==> config.mk <==
export PLATFORM = sky130hd
export DESIGN_NAME = lfu_cache_policy_core
export DESIGN_NICKNAME = d
export VERILOG_FILES = /design/src/rtl/lfu_pkg.sv /design/src/rtl/lfu_cfg_regs.sv /design/src/rtl/lfu_ctrl.sv /design/src/rtl/lfu_datapath.sv /design/src/rtl/lfu_cache_policy_core.sv
export SDC_FILE = /design/constraint.sdc
export NUM_CORES = 2
export LEC_CHECK = 0
export ABC_AREA = 1
export BUFFER_PORTS_ARGS = -buffer_cell sky130_fd_sc_hd__clkbuf_2
export CORE_ASPECT_RATIO = 0.6
export CORE_MARGIN = 2
export CORE_UTILIZATION = 57
export CTS_BUF_LIST = sky130_fd_sc_hd__clkbuf_16
export CTS_CLUSTER_DIAMETER = 50
export DETAILED_ROUTE_END_ITERATION = 10
export PLACE_DENSITY_LB_ADDON = 0.3
export SLEW_MARGIN = 10
export SYNTH_ARGS = -nofsm -noshare
export SYNTH_HDL_FRONTEND = slang
export SYNTH_SLANG_ARGS = --single-unit
==> constraint.sdc <==
create_clock -name clk -period 12.2 [get_ports clk]
set_input_delay 2.44 -clock clk [delete_from_list [all_inputs] [get_ports clk]]
set_output_delay 2.44 -clock clk [all_outputs]
set_load 0.05 [all_outputs]
==> src/rtl/lfu_pkg.sv <==
`default_nettype none

package lfu_pkg;

  localparam int MAX_ENTRIES = 16;
  localparam int KEY_BITS    = 32;
  localparam int VALUE_BITS  = 32;
  localparam int COUNT_BITS  = 16;

  localparam int IDX_W  = $clog2(MAX_ENTRIES);
  localparam int RANK_W = IDX_W;
  localparam int FILL_W = $clog2(MAX_ENTRIES + 1);
  localparam int SCAN_W = $clog2(MAX_ENTRIES + 2);
  localparam int CAP_W  = 5;
  localparam int DATA_W = 32;
  localparam int ADDR_W = 3;
  localparam int REG_W  = ADDR_W - 2;

  localparam logic [CAP_W-1:0]      CAP_RESET = 5'd16;
  localparam logic [COUNT_BITS-1:0] COUNT_MAX = {COUNT_BITS{1'b1}};
  localparam logic [COUNT_BITS-1:0] COUNT_ONE = {{(COUNT_BITS-1){1'b0}}, 1'b1};

  localparam logic MODE_GET = 1'b0;
  localparam logic MODE_PUT = 1'b1;

  localparam logic [REG_W-1:0] REG_CAPACITY = 1'b0;

  typedef struct packed {
    logic                  mode;
    logic [KEY_BITS-1:0]   req_key;
    logic [VALUE_BITS-1:0] req_value;
  } req_t;

  typedef struct packed {
    logic                  found;
    logic [VALUE_BITS-1:0] read_value;
    logic                  evicted;
    logic [KEY_BITS-1:0]   evicted_key;
  } rsp_t;

  typedef struct packed {
    logic start;
    logic scan;
    logic bump;
    logic evict;
    logic insert;
    logic load;
  } ctl_cmd_t;

  typedef struct packed {
    logic scan_done;
    logic go_bump;
    logic go_evict;
    logic go_insert;
    logic out_free;
  } ctl_sts_t;

endpackage

`default_nettype wire

==> src/rtl/lfu_cfg_regs.sv <==
`default_nettype none

module lfu_cfg_regs import lfu_pkg::*; (
  input  wire logic              clk,
  input  wire logic              rst_n,
  input  wire logic              psel,
  input  wire logic              penable,
  input  wire logic              pwrite,
  input  wire logic [ADDR_W-1:0] paddr,
  input  wire logic [DATA_W-1:0] pwdata,
  output logic      [DATA_W-1:0] prdata,
  output logic                   pready,
  output logic      [CAP_W-1:0]  capacity
);

  logic [CAP_W-1:0] capacity_r;
  logic [CAP_W-1:0] capacity_nxt;
  logic             sel_cap;

  assign sel_cap = (paddr[ADDR_W-1:2] == REG_CAPACITY);
  assign pready  = 1'b1;

  always_comb begin
    capacity_nxt = capacity_r;
    if (psel && penable && pwrite && pready && sel_cap) begin
      capacity_nxt = pwdata[CAP_W-1:0];
    end
  end

  always_ff @(posedge clk) begin
    if (!rst_n) begin
      capacity_r <= CAP_RESET;
    end else begin
      capacity_r <= capacity_nxt;
    end
  end

  assign prdata   = sel_cap ? DATA_W'(capacity_r) : '0;
  assign capacity = capacity_r;

endmodule

`default_nettype wire

==> src/rtl/lfu_ctrl.sv <==
`default_nettype none

module lfu_ctrl import lfu_pkg::*; (
  input  wire logic     clk,
  input  wire logic     rst_n,
  input  wire logic     in_valid,
  output logic          in_stall,
  input  wire ctl_sts_t sts,
  output ctl_cmd_t      cmd
);

  typedef enum logic [5:0] {
    ST_IDLE   = 6'b000001,
    ST_SCAN   = 6'b000010,
    ST_BUMP   = 6'b000100,
    ST_EVICT  = 6'b001000,
    ST_INSERT = 6'b010000,
    ST_DONE   = 6'b100000
  } state_t;

  state_t state_r;
  state_t state_nxt;

  always_comb begin
    state_nxt = state_r;
    cmd       = '0;
    case (state_r)
      ST_IDLE: begin
        if (in_valid) begin
          cmd.start = 1'b1;
          state_nxt = ST_SCAN;
        end
      end
      ST_SCAN: begin
        if (!sts.scan_done) begin
          cmd.scan = 1'b1;
        end else if (sts.go_bump) begin
          state_nxt = ST_BUMP;
        end else if (sts.go_evict) begin
          state_nxt = ST_EVICT;
        end else if (sts.go_insert) begin
          state_nxt = ST_INSERT;
        end else begin
          state_nxt = ST_DONE;
        end
      end
      ST_BUMP: begin
        cmd.bump  = 1'b1;
        state_nxt = ST_DONE;
      end
      ST_EVICT: begin
        cmd.evict = 1'b1;
        state_nxt = ST_INSERT;
      end
      ST_INSERT: begin
        cmd.insert = 1'b1;
        state_nxt  = ST_DONE;
      end
      ST_DONE: begin
        if (sts.out_free) begin
          cmd.load  = 1'b1;
          state_nxt = ST_IDLE;
        end
      end
      default: begin
        state_nxt = ST_IDLE;
      end
    endcase
  end

  always_ff @(posedge clk) begin
    if (!rst_n) begin
      state_r <= ST_IDLE;
    end else begin
      state_r <= state_nxt;
    end
  end

  assign in_stall = (state_r != ST_IDLE);

endmodule

`default_nettype wire

==> src/rtl/lfu_datapath.sv <==
`default_nettype none

module lfu_datapath import lfu_pkg::*; (
  input  wire logic             clk,
  input  wire logic             rst_n,
  input  wire ctl_cmd_t         cmd,
  output ctl_sts_t              sts,
  input  wire req_t             in_word,
  input  wire logic [CAP_W-1:0] capacity,
  output logic                  out_valid,
  input  wire logic             out_stall,
  output rsp_t                  out_word
);

  // entry store
  logic [KEY_BITS-1:0]   key_mem [MAX_ENTRIES];
  logic [VALUE_BITS-1:0] val_mem [MAX_ENTRIES];
  logic [COUNT_BITS-1:0] cnt_mem [MAX_ENTRIES];

  logic [MAX_ENTRIES-1:0] valid_r;
  logic [MAX_ENTRIES-1:0] valid_nxt;
  logic [RANK_W-1:0]      rank_r   [MAX_ENTRIES];
  logic [RANK_W-1:0]      rank_nxt [MAX_ENTRIES];
  logic [FILL_W-1:0]      fill_r;
  logic [FILL_W-1:0]      fill_nxt;

  req_t req_r;

  // scan pipeline
  logic [SCAN_W-1:0]     scan_idx_r;
  logic [SCAN_W-1:0]     scan_idx_nxt;
  logic                  cmp_en_r;
  logic                  cmp_en_nxt;
  logic [IDX_W-1:0]      cmp_idx_r;
  logic [KEY_BITS-1:0]   key_rd_r;
  logic [VALUE_BITS-1:0] val_rd_r;
  logic [COUNT_BITS-1:0] cnt_rd_r;

  // scan results
  logic                  found_r;
  logic [IDX_W-1:0]      hit_idx_r;
  logic [VALUE_BITS-1:0] hit_val_r;
  logic [COUNT_BITS-1:0] hit_cnt_r;
  logic [RANK_W-1:0]     hit_rank_r;
  logic                  have_victim_r;
  logic [IDX_W-1:0]      victim_r;
  logic [COUNT_BITS-1:0] best_cnt_r;
  logic [RANK_W-1:0]     best_rank_r;
  logic [KEY_BITS-1:0]   victim_key_r;
  logic                  have_free_r;
  logic [IDX_W-1:0]      free_idx_r;
  logic                  ev_r;

  logic                  out_valid_r;
  logic                  out_valid_nxt;
  rsp_t                  out_word_r;

  logic                  cmp_valid;
  logic [RANK_W-1:0]     cmp_rank;
  logic                  better;
  logic [FILL_W-1:0]     cap_eff;
  logic                  is_put;
  logic                  cap_zero;
  logic                  new_put;
  logic [IDX_W-1:0]      slot;
  logic [IDX_W-1:0]      wr_idx;
  logic [COUNT_BITS-1:0] cnt_wr;

  assign cmp_valid = valid_r[cmp_idx_r];
  assign cmp_rank  = rank_r[cmp_idx_r];
  assign better    = !have_victim_r || (cnt_rd_r < best_cnt_r) ||
                     ((cnt_rd_r == best_cnt_r) && (cmp_rank > best_rank_r));

  assign cap_eff  = (capacity > CAP_W'(MAX_ENTRIES)) ? FILL_W'(MAX_ENTRIES)
                                                     : FILL_W'(capacity);
  assign is_put   = (req_r.mode == MODE_PUT);
  assign cap_zero = (cap_eff == '0);
  assign new_put  = is_put && !cap_zero && !found_r;

  assign sts.scan_done = (scan_idx_r == SCAN_W'(MAX_ENTRIES + 1));
  assign sts.go_bump   = found_r && (!is_put || !cap_zero);
  assign sts.go_evict  = new_put && (fill_r >= cap_eff) && have_victim_r;
  assign sts.go_insert = new_put && !sts.go_evict && have_free_r;
  assign sts.out_free  = !out_valid_r || !out_stall;

  // lowest free slot once the victim has left
  assign slot   = (ev_r && !(have_free_r && (free_idx_r < victim_r))) ? victim_r
                                                                      : free_idx_r;
  assign wr_idx = cmd.insert ? slot : hit_idx_r;
  assign cnt_wr = cmd.insert ? COUNT_ONE :
                  (hit_cnt_r == COUNT_MAX) ? hit_cnt_r : hit_cnt_r + COUNT_ONE;

  always_comb begin
    scan_idx_nxt = scan_idx_r;
    cmp_en_nxt   = 1'b0;
    if (cmd.start) begin
      scan_idx_nxt = '0;
    end else if (cmd.scan) begin
      scan_idx_nxt = scan_idx_r + 1'b1;
      cmp_en_nxt   = (scan_idx_r < SCAN_W'(MAX_ENTRIES));
    end
  end

  // recency row: every cell updates against a broadcast rank (bump, evict) or slot (insert)
  always_comb begin
    valid_nxt = valid_r;
    rank_nxt  = rank_r;
    fill_nxt  = fill_r;
    if (cmd.bump) begin
      for (int i = 0; i < MAX_ENTRIES; i++) begin
        if (IDX_W'(i) == hit_idx_r) begin
          rank_nxt[i] = '0;
        end else if (valid_r[i] && (rank_r[i] < hit_rank_r)) begin
          rank_nxt[i] = rank_r[i] + 1'b1;
        end
      end
    end
    if (cmd.evict) begin
      for (int i = 0; i < MAX_ENTRIES; i++) begin
        if (IDX_W'(i) == victim_r) begin
          valid_nxt[i] = 1'b0;
        end else if (valid_r[i] && (rank_r[i] > best_rank_r)) begin
          rank_nxt[i] = rank_r[i] - 1'b1;
        end
      end
      fill_nxt = fill_r - 1'b1;
    end
    if (cmd.insert) begin
      for (int i = 0; i < MAX_ENTRIES; i++) begin
        if (IDX_W'(i) == slot) begin
          valid_nxt[i] = 1'b1;
          rank_nxt[i]  = '0;
        end else if (valid_r[i]) begin
          rank_nxt[i] = rank_r[i] + 1'b1;
        end
      end
      fill_nxt = fill_r + 1'b1;
    end
  end

  always_comb begin
    out_valid_nxt = out_valid_r;
    if (cmd.load) begin
      out_valid_nxt = 1'b1;
    end else if (!out_stall) begin
      out_valid_nxt = 1'b0;
    end
  end

  always_ff @(posedge clk) begin
    if (!rst_n) begin
      valid_r     <= '0;
      fill_r      <= '0;
      scan_idx_r  <= '0;
      cmp_en_r    <= 1'b0;
      out_valid_r <= 1'b0;
    end else begin
      valid_r     <= valid_nxt;
      fill_r      <= fill_nxt;
      scan_idx_r  <= scan_idx_nxt;
      cmp_en_r    <= cmp_en_nxt;
      out_valid_r <= out_valid_nxt;
    end
  end

  always_ff @(posedge clk) begin
    rank_r <= rank_nxt;
  end

  always_ff @(posedge clk) begin
    if (cmd.insert) begin
      key_mem[slot] <= req_r.req_key;
    end
    if (cmd.insert || (cmd.bump && is_put)) begin
      val_mem[wr_idx] <= req_r.req_value;
    end
    if (cmd.insert || cmd.bump) begin
      cnt_mem[wr_idx] <= cnt_wr;
    end
    key_rd_r  <= key_mem[scan_idx_r[IDX_W-1:0]];
    val_rd_r  <= val_mem[scan_idx_r[IDX_W-1:0]];
    cnt_rd_r  <= cnt_mem[scan_idx_r[IDX_W-1:0]];
    cmp_idx_r <= scan_idx_r[IDX_W-1:0];
  end

  always_ff @(posedge clk) begin
    if (!rst_n) begin
      found_r       <= 1'b0;
      have_victim_r <= 1'b0;
      have_free_r   <= 1'b0;
      ev_r          <= 1'b0;
    end else if (cmd.start) begin
      found_r       <= 1'b0;
      have_victim_r <= 1'b0;
      have_free_r   <= 1'b0;
      ev_r          <= 1'b0;
    end else begin
      if (cmp_en_r && cmp_valid && (key_rd_r == req_r.req_key) && !found_r) begin
        found_r <= 1'b1;
      end
      if (cmp_en_r && cmp_valid && better) begin
        have_victim_r <= 1'b1;
      end
      if (cmp_en_r && !cmp_valid && !have_free_r) begin
        have_free_r <= 1'b1;
      end
      if (cmd.evict) begin
        ev_r <= 1'b1;
      end
    end
  end

  always_ff @(posedge clk) begin
    if (cmd.start) begin
      req_r <= in_word;
    end
    if (cmp_en_r && cmp_valid && (key_rd_r == req_r.req_key) && !found_r) begin
      hit_idx_r  <= cmp_idx_r;
      hit_val_r  <= val_rd_r;
      hit_cnt_r  <= cnt_rd_r;
      hit_rank_r <= cmp_rank;
    end
    if (cmp_en_r && cmp_valid && better) begin
      victim_r     <= cmp_idx_r;
      best_cnt_r   <= cnt_rd_r;
      best_rank_r  <= cmp_rank;
      victim_key_r <= key_rd_r;
    end
    if (cmp_en_r && !cmp_valid && !have_free_r) begin
      free_idx_r <= cmp_idx_r;
    end
    if (cmd.load) begin
      out_word_r.found       <= found_r;
      out_word_r.read_value  <= (found_r && !is_put) ? hit_val_r : '0;
      out_word_r.evicted     <= ev_r;
      out_word_r.evicted_key <= ev_r ? victim_key_r : '0;
    end
  end

  assign out_valid = out_valid_r;
  assign out_word  = out_word_r;

endmodule

`default_nettype wire

==> src/rtl/lfu_cache_policy_core.sv <==
// order: after the scan a get miss or ignored put goes to done, a hit to bump, a plain
// insert to insert, an evict and insert to evict then insert; done registers the result
// word once the output is free, and no new request is taken until then; the scan reads
// one slot of the key, value and count memories per cycle across all 16 entries
// reset: synchronous active-low rst_n clears the valid marks and fill count, sets
// capacity to 16 and empties the output register; no clearing pass is needed
`default_nettype none

module lfu_cache_policy_core import lfu_pkg::*; (
  input  wire logic              clk,
  input  wire logic              rst_n,
  input  wire logic              in_valid,
  output logic                   in_stall,
  input  wire req_t              in_word,
  output logic                   out_valid,
  input  wire logic              out_stall,
  output rsp_t                   out_word,
  input  wire logic              psel,
  input  wire logic              penable,
  input  wire logic              pwrite,
  input  wire logic [ADDR_W-1:0] paddr,
  input  wire logic [DATA_W-1:0] pwdata,
  output logic      [DATA_W-1:0] prdata,
  output logic                   pready
);

  ctl_cmd_t         cmd;
  ctl_sts_t         sts;
  logic [CAP_W-1:0] capacity;

  lfu_cfg_regs u_cfg (
    .clk      (clk),
    .rst_n    (rst_n),
    .psel     (psel),
    .penable  (penable),
    .pwrite   (pwrite),
    .paddr    (paddr),
    .pwdata   (pwdata),
    .prdata   (prdata),
    .pready   (pready),
    .capacity (capacity)
  );

  lfu_ctrl u_ctrl (
    .clk      (clk),
    .rst_n    (rst_n),
    .in_valid (in_valid),
    .in_stall (in_stall),
    .sts      (sts),
    .cmd      (cmd)
  );

  lfu_datapath u_dp (
    .clk       (clk),
    .rst_n     (rst_n),
    .cmd       (cmd),
    .sts       (sts),
    .in_word   (in_word),
    .capacity  (capacity),
    .out_valid (out_valid),
    .out_stall (out_stall),
    .out_word  (out_word)
  );

endmodule

`default_nettype wire

# ---- Word level (Yosys, flattened, before mapping)
# Memory sizes are Yosys's and may differ from the RTL's. A register that Yosys moved wholly into a read port is not among the register bits.
# Index checks and enable logic that the tools add are counted.
dict set report totals {
  register_bits 358
  mem_bits_rw 1280
  inputBits 107
  output_inout_bits 101
  wordCells 435
  mem_count 3
}
# memory depth width read_ports rd_clocked_by_memory_dff wr line_no
set memory_table {}
lappend memory_table {u_dp.key_mem 16 32 1 1 1 lfu_datapath.sv:16} ;# logic [KEY_BITS-1:0] key_mem [MAX_ENTRIES];
lappend memory_table {u_dp.val_mem 16 32 1 1 1 lfu_datapath.sv:17} ;# logic [VALUE_BITS-1:0] val_mem [MAX_ENTRIES];
lappend memory_table {u_dp.cnt_mem 16 16 1 1 1 lfu_datapath.sv:18} ;# logic [COUNT_BITS-1:0] cnt_mem [MAX_ENTRIES];
dict set report classes {
  n_addsub 36
  n_lt_le_gt_ge 40
  eq_ne 60
  n_mux 170
  bitwise_logic 4
  reduce_logical 78
}
# cell count
set op_table {}
lappend op_table {{$mux W4} 100}
lappend op_table {{$mux W64} 3}
lappend op_table {{$eq A4 B4 Y1 const A} 24}
lappend op_table {{$gt A4 B4 Y1} 17}
lappend op_table {{$lt A4 B4 Y1} 17}
lappend op_table {{$add A4 B1 Y4 const B} 16}
lappend op_table {{$mux W16} 4}
lappend op_table {{$sub A4 B1 Y4 const B} 16}
lappend op_table {{$logic_and A1 B1 Y1} 53}
lappend op_table {{$mux W1} 50}
lappend op_table {{$eq A3 B4 Y1 const A} 12}
lappend op_table {{$mux W6} 6}
lappend op_table {{$eq A32 B32 Y1} 1}
lappend op_table {{$pmux W6 S5} 1}
lappend op_table {{$eq A2 B4 Y1 const A} 6}
lappend op_table {{$mux W5} 4}
lappend op_table {{$add A16 B1 Y16 const B} 1}
lappend op_table {{$bmux W4 S4} 1}
lappend op_table {{$eq A16 B16 Y1} 1}
lappend op_table {{$eq A16 B16 Y1 const B} 1}
lappend op_table {{$lt A16 B16 Y1} 1}
lappend op_table {{$eq A1 B4 Y1 const A} 3}
lappend op_table {{$logic_not A4 Y1} 3}
lappend op_table {{$add A5 B1 Y5 const B} 2}
lappend op_table {{other kinds (26)} 45}

# ---- Depth between registers and ports, before layout
dict set report logic_depth {
  ltp_word 16
  ltp_mapped 16
  depth_no_buf 15
}

# ---- Hierarchy
# From an unflattened synthesis, not the netlist that was laid out.
dict set report unflattened {
  cells_unflattened 6165
  hier_area_um2 72391.9
}
# mod n_inst cells_per_inst area_per_inst_um2 seq_area_each_um2
set by_module_without_submodules {}
lappend by_module_without_submodules {lfu_datapath 1 6021 71481.1 49457.4}
lappend by_module_without_submodules {lfu_cfg_regs 1 75 488.0 100.1}
lappend by_module_without_submodules {lfu_ctrl 1 69 422.9 120.1}

# ---- Least setup slack after synthesis
# OpenSTA, ideal clock, no wires.
dict set report synth_path {
  path_type {in2reg}
  from {input out_stall}
  to {register u_dp.out_word_r, in the netlist u_dp.out_word[0], enable pin}
  setup_time_ns 0.490
  t_arrival_ns 5.327
  slack_ns 6.383
  cell_stages 3
  n_path_buf 0
  path_cell_list {nand2_1 -> inv_1 -> nor2_1}
}
# element line_no
set synth_lines {}
lappend synth_lines {{start: declaration} lfu_cache_policy_core.sv:16} ;# input wire logic out_stall,
lappend synth_lines {{end: declaration} lfu_datapath.sv:56} ;# rsp_t out_word_r;

# ---- Worst setup path in the final report
dict set report layout_path {
  from {input paddr[2]}
  to {output prdata[0]}
}
dict set report layout_via {
  elab_chain_cells 1
}
# element line_no
set layout_rtl {}
lappend layout_rtl {{start: declaration} lfu_cache_policy_core.sv:21} ;# input wire logic [ADDR_W-1:0] paddr,
lappend layout_rtl {{$mux W5} lfu_cfg_regs.sv:38} ;# assign prdata = sel_cap ? DATA_W'(capacity_r) : '0;
lappend layout_rtl {{end: declaration} lfu_cache_policy_core.sv:23} ;# output logic [DATA_W-1:0] prdata,
# No other way between the ends.

==> results.tsv <==
metric	value	unit
layout-area-overhead-vs-synth	10.3	%
hold_buffers	0	
dp_slack	6.80	ns
synth_compound_area_share	10.9	%
setup-violations-final	0	
yosysMostFrequentCell	edfxtp_1	
synthFlopType	edfxtp_1	
place_inst	7726	
rr_worst_depth	13	
tightest_slew	1.18	ns
synth_top_cells_by_area	edfxtp_1 64%, o21ai_0 5.4%, dfxtp_1 5.3%, nor2_1 4.8%, nand2_1 3.4%	
nets	6471	
cts_resized	0	
synthSimpleGateAreaFrac	12.0	%
tns	0	ns
ys_seq_area_share	68.9	%
drive_above_1_share	9.45	%
ctsHtreeMaxLevel	4	
synth.area.mux_share	0.0139	%
ctsLongestPathBuffers	3	
synth.distinct_cells	58	
start_util	57.2	%
drcViolationCount	0	
finalClockSkew	0.0418	ns
synth_top_area_share	63.6	%
ys_warn_count	0	
status	complete, no violations	
relSlewSlack	21.4	%
synthArstFlopShare	0	%
p_leak	0.0285	µW
worst_ir_drop_vdd	0.141	mV
crit_arrival	2.97	ns
portBuffers	150	
die_area	129000	µm²
ant_nets	0	
worstHoldPathType	flip-flop to flip-flop	
die_w	463	µm
fin_ws	6.79	ns
die_height	280	µm
fin_cells	8018	
synth.avg_cell_area	11.8	µm²
synth_edf_count	1527	
grt.total_usage	28.7	%
worst_skew_pair.late_latency	0.81	ns
utilization	63.1	%
grt_antenna_before_repair	2	
viasPerCell	6.10	
gr-total-overflow	0	
cts_inserted_buffers	156	
dpl.hpwl	102000	µm
place_congestion	0.947	
power_density	147	nW/µm²
pin_count	208	
finalHoldViolations	0	
dr_total_vias	48895	
grt_max_degree	248	
synthTopCellsByCount	1527 x edfxtp_1, 919 x nor2_1, 782 x o21ai_0	
critPathKind	primary input to primary output	
synth_area	72100	µm²
cap_violations	0	
required	9.76	ns
min_path_cells	0	
routed_wl	189000	µm
first_pass_iters	6	
max_freq	185	MHz
tritoncts	yes	
synth-adder-area-share	3.12	%
cp-end-kind	primary output	
grt_pass1_wl	281000	µm
drt_iter0_markers	7063	
post_cts_buffers	0	
grt_pass1_vias	45596	
worstPathMaxFanout	6	
rsz0062_at_grt	false	
yosysTopAreaCell	edfxtp_1	
fin_crit	5.41	ns
path_clk_slew	0.06	ns
coreArea	126000	µm²
cts_root_buffer	clkbuf_16	
critPathLaunchType	primary input	
wl_per_cell	23.5	µm
period_share	44.3	%
rows	101	
synth-xor-area-share	1.07	%
syn_inst	6094	
synth_seq_cells	1718	
cts_sinks	1718	
drv_slew	0	
synth_top_family_by_area	simple AND/OR/NAND/NOR gates	
## cells in the final DEF (no fill, tap or decap), types with 21 or more instances in the layout
| cell type | netlist | layout |
|---|---|---|
| edfxtp_1 | 1527 | 1527 |
| nor2_1 | 919 | 890 |
| o21ai_0 | 782 | 782 |
| nand2_1 | 655 | 655 |
| inv_1 | 357 | 386 |
| nand3_1 | 278 | 278 |
| o22ai_1 | 199 | 199 |
| dfxtp_1 | 191 | 186 |
| ha_1 | 178 | 178 |
| clkbuf_16 | 0 | 157 |
| clkbuf_2 | 0 | 150 |
| o221ai_1 | 132 | 132 |
| a21oi_1 | 129 | 129 |
| buf_4 | 37 | 79 |
| nand4_1 | 49 | 49 |
| xor2_1 | 46 | 46 |
| o211ai_1 | 44 | 44 |
| xnor2_1 | 42 | 42 |
| o21ai_1 | 41 | 41 |
| clkinv_1 | 1 | 37 |
| nor2_4 | 4 | 31 |
| conb_1 | 2 | 28 |
| nor2_2 | 24 | 26 |
| nor3_1 | 25 | 24 |
| clkinv_2 | 0 | 23 |
| inv_2 | 19 | 21 |
## kinds of logic after synthesis
logic type / Yosys count
XOR/XNOR: 88
flip-flops: 1718
adder cells (fa/ha/maj): 179
multiplexers: 1
AO/OA/AOI/OAI: 1376
buffers and inverters: 703
AND/OR/NAND/NOR: 2027
other: 2
## where the power goes
part / switching (µW) / leakage, µW / total [µW] / internal, µW
registers: 95.7 / 0.0152 / 6550 / 6450
logic: 230 / 0.0107 / 317 / 86.7
clock network: 2230 / 0.00257 / 4780 / 2560
total: 2550 / 0.0285 / 11700 / 9100
## path summary, 6_finish.rpt
path	slack, ns	startpoint	end
worst max-delay path	6.79	paddr[2]	prdata[0]
worst min-delay path	0.39	u_dp.val_rd_r[28]	u_dp.hit_val_r[28]
worst max register to register	7.53	u_dp.cmp_idx_r[0]	u_dp.victim_key_r[1]
worst min register to register	0.39	u_dp.val_rd_r[28]	u_dp.hit_val_r[28]
## worst max-delay path, stage by stage
cell	delay, ns
clkbuf_2	0.12
nor2_1	0.12
clkbuf_2	0.28
## sequential cells by signal, indices dropped and copies added, names as in the netlist, 5 cells and up
register	flops
u_dp.key_mem	512
u_dp.val_mem	512
u_dp.cnt_mem	256
u_dp.out_word	66
u_dp.rank_r	64
u_dp.req_r	64
u_dp.hit_val_r	32
u_dp.key_rd_r	32
u_dp.val_rd_r	32
u_dp.victim_key_r	32
u_dp.best_cnt_r	16
u_dp.cnt_rd_r	16
u_dp.hit_cnt_r	16
u_dp.valid_r	16
u_ctrl.state_r	6
u_cfg.capacity	5
u_dp.fill_r	5
u_dp.scan_idx_r	5
## final cells by class
cell class | count | area, µm²
timing repair buffer | 233 | 1420
clock buffer | 157 | 3930
inverter | 377 | 1440
antenna | 1 | 2.50
clock inverter | 134 | 1070
fill | 9412 | 46500
tap | 1699 | 2130
sequential | 1718 | 49700
multi-input combinational | 3699 | 19900
## metrics by stage
step | hold WS [ns] | power, µW | area [µm²]
final | 0.394 | 11700 | 79500
after detailed placement | 0.389 | 6980 | 74500
after global routing | 0.395 | 12000 | 79500
after CTS | 0.395 | 11700 | 79500
after global placement | 0.390 | 6970 | 74500
after floorplan | 0.346 | 6860 | 72200
## layer usage
metal,routed length (µm),up-vias,part of all wire (%),GRT usage (%)
met3,23600,319,12,6.65
met5,0,-,0,0
li1,-,22079,-,-
met1,78900,23560,42,43.1
met4,3920,0,2.1,7.45
met2,82200,2937,44,42.3
No activity file was read; power rests on OpenSTA's default activity.
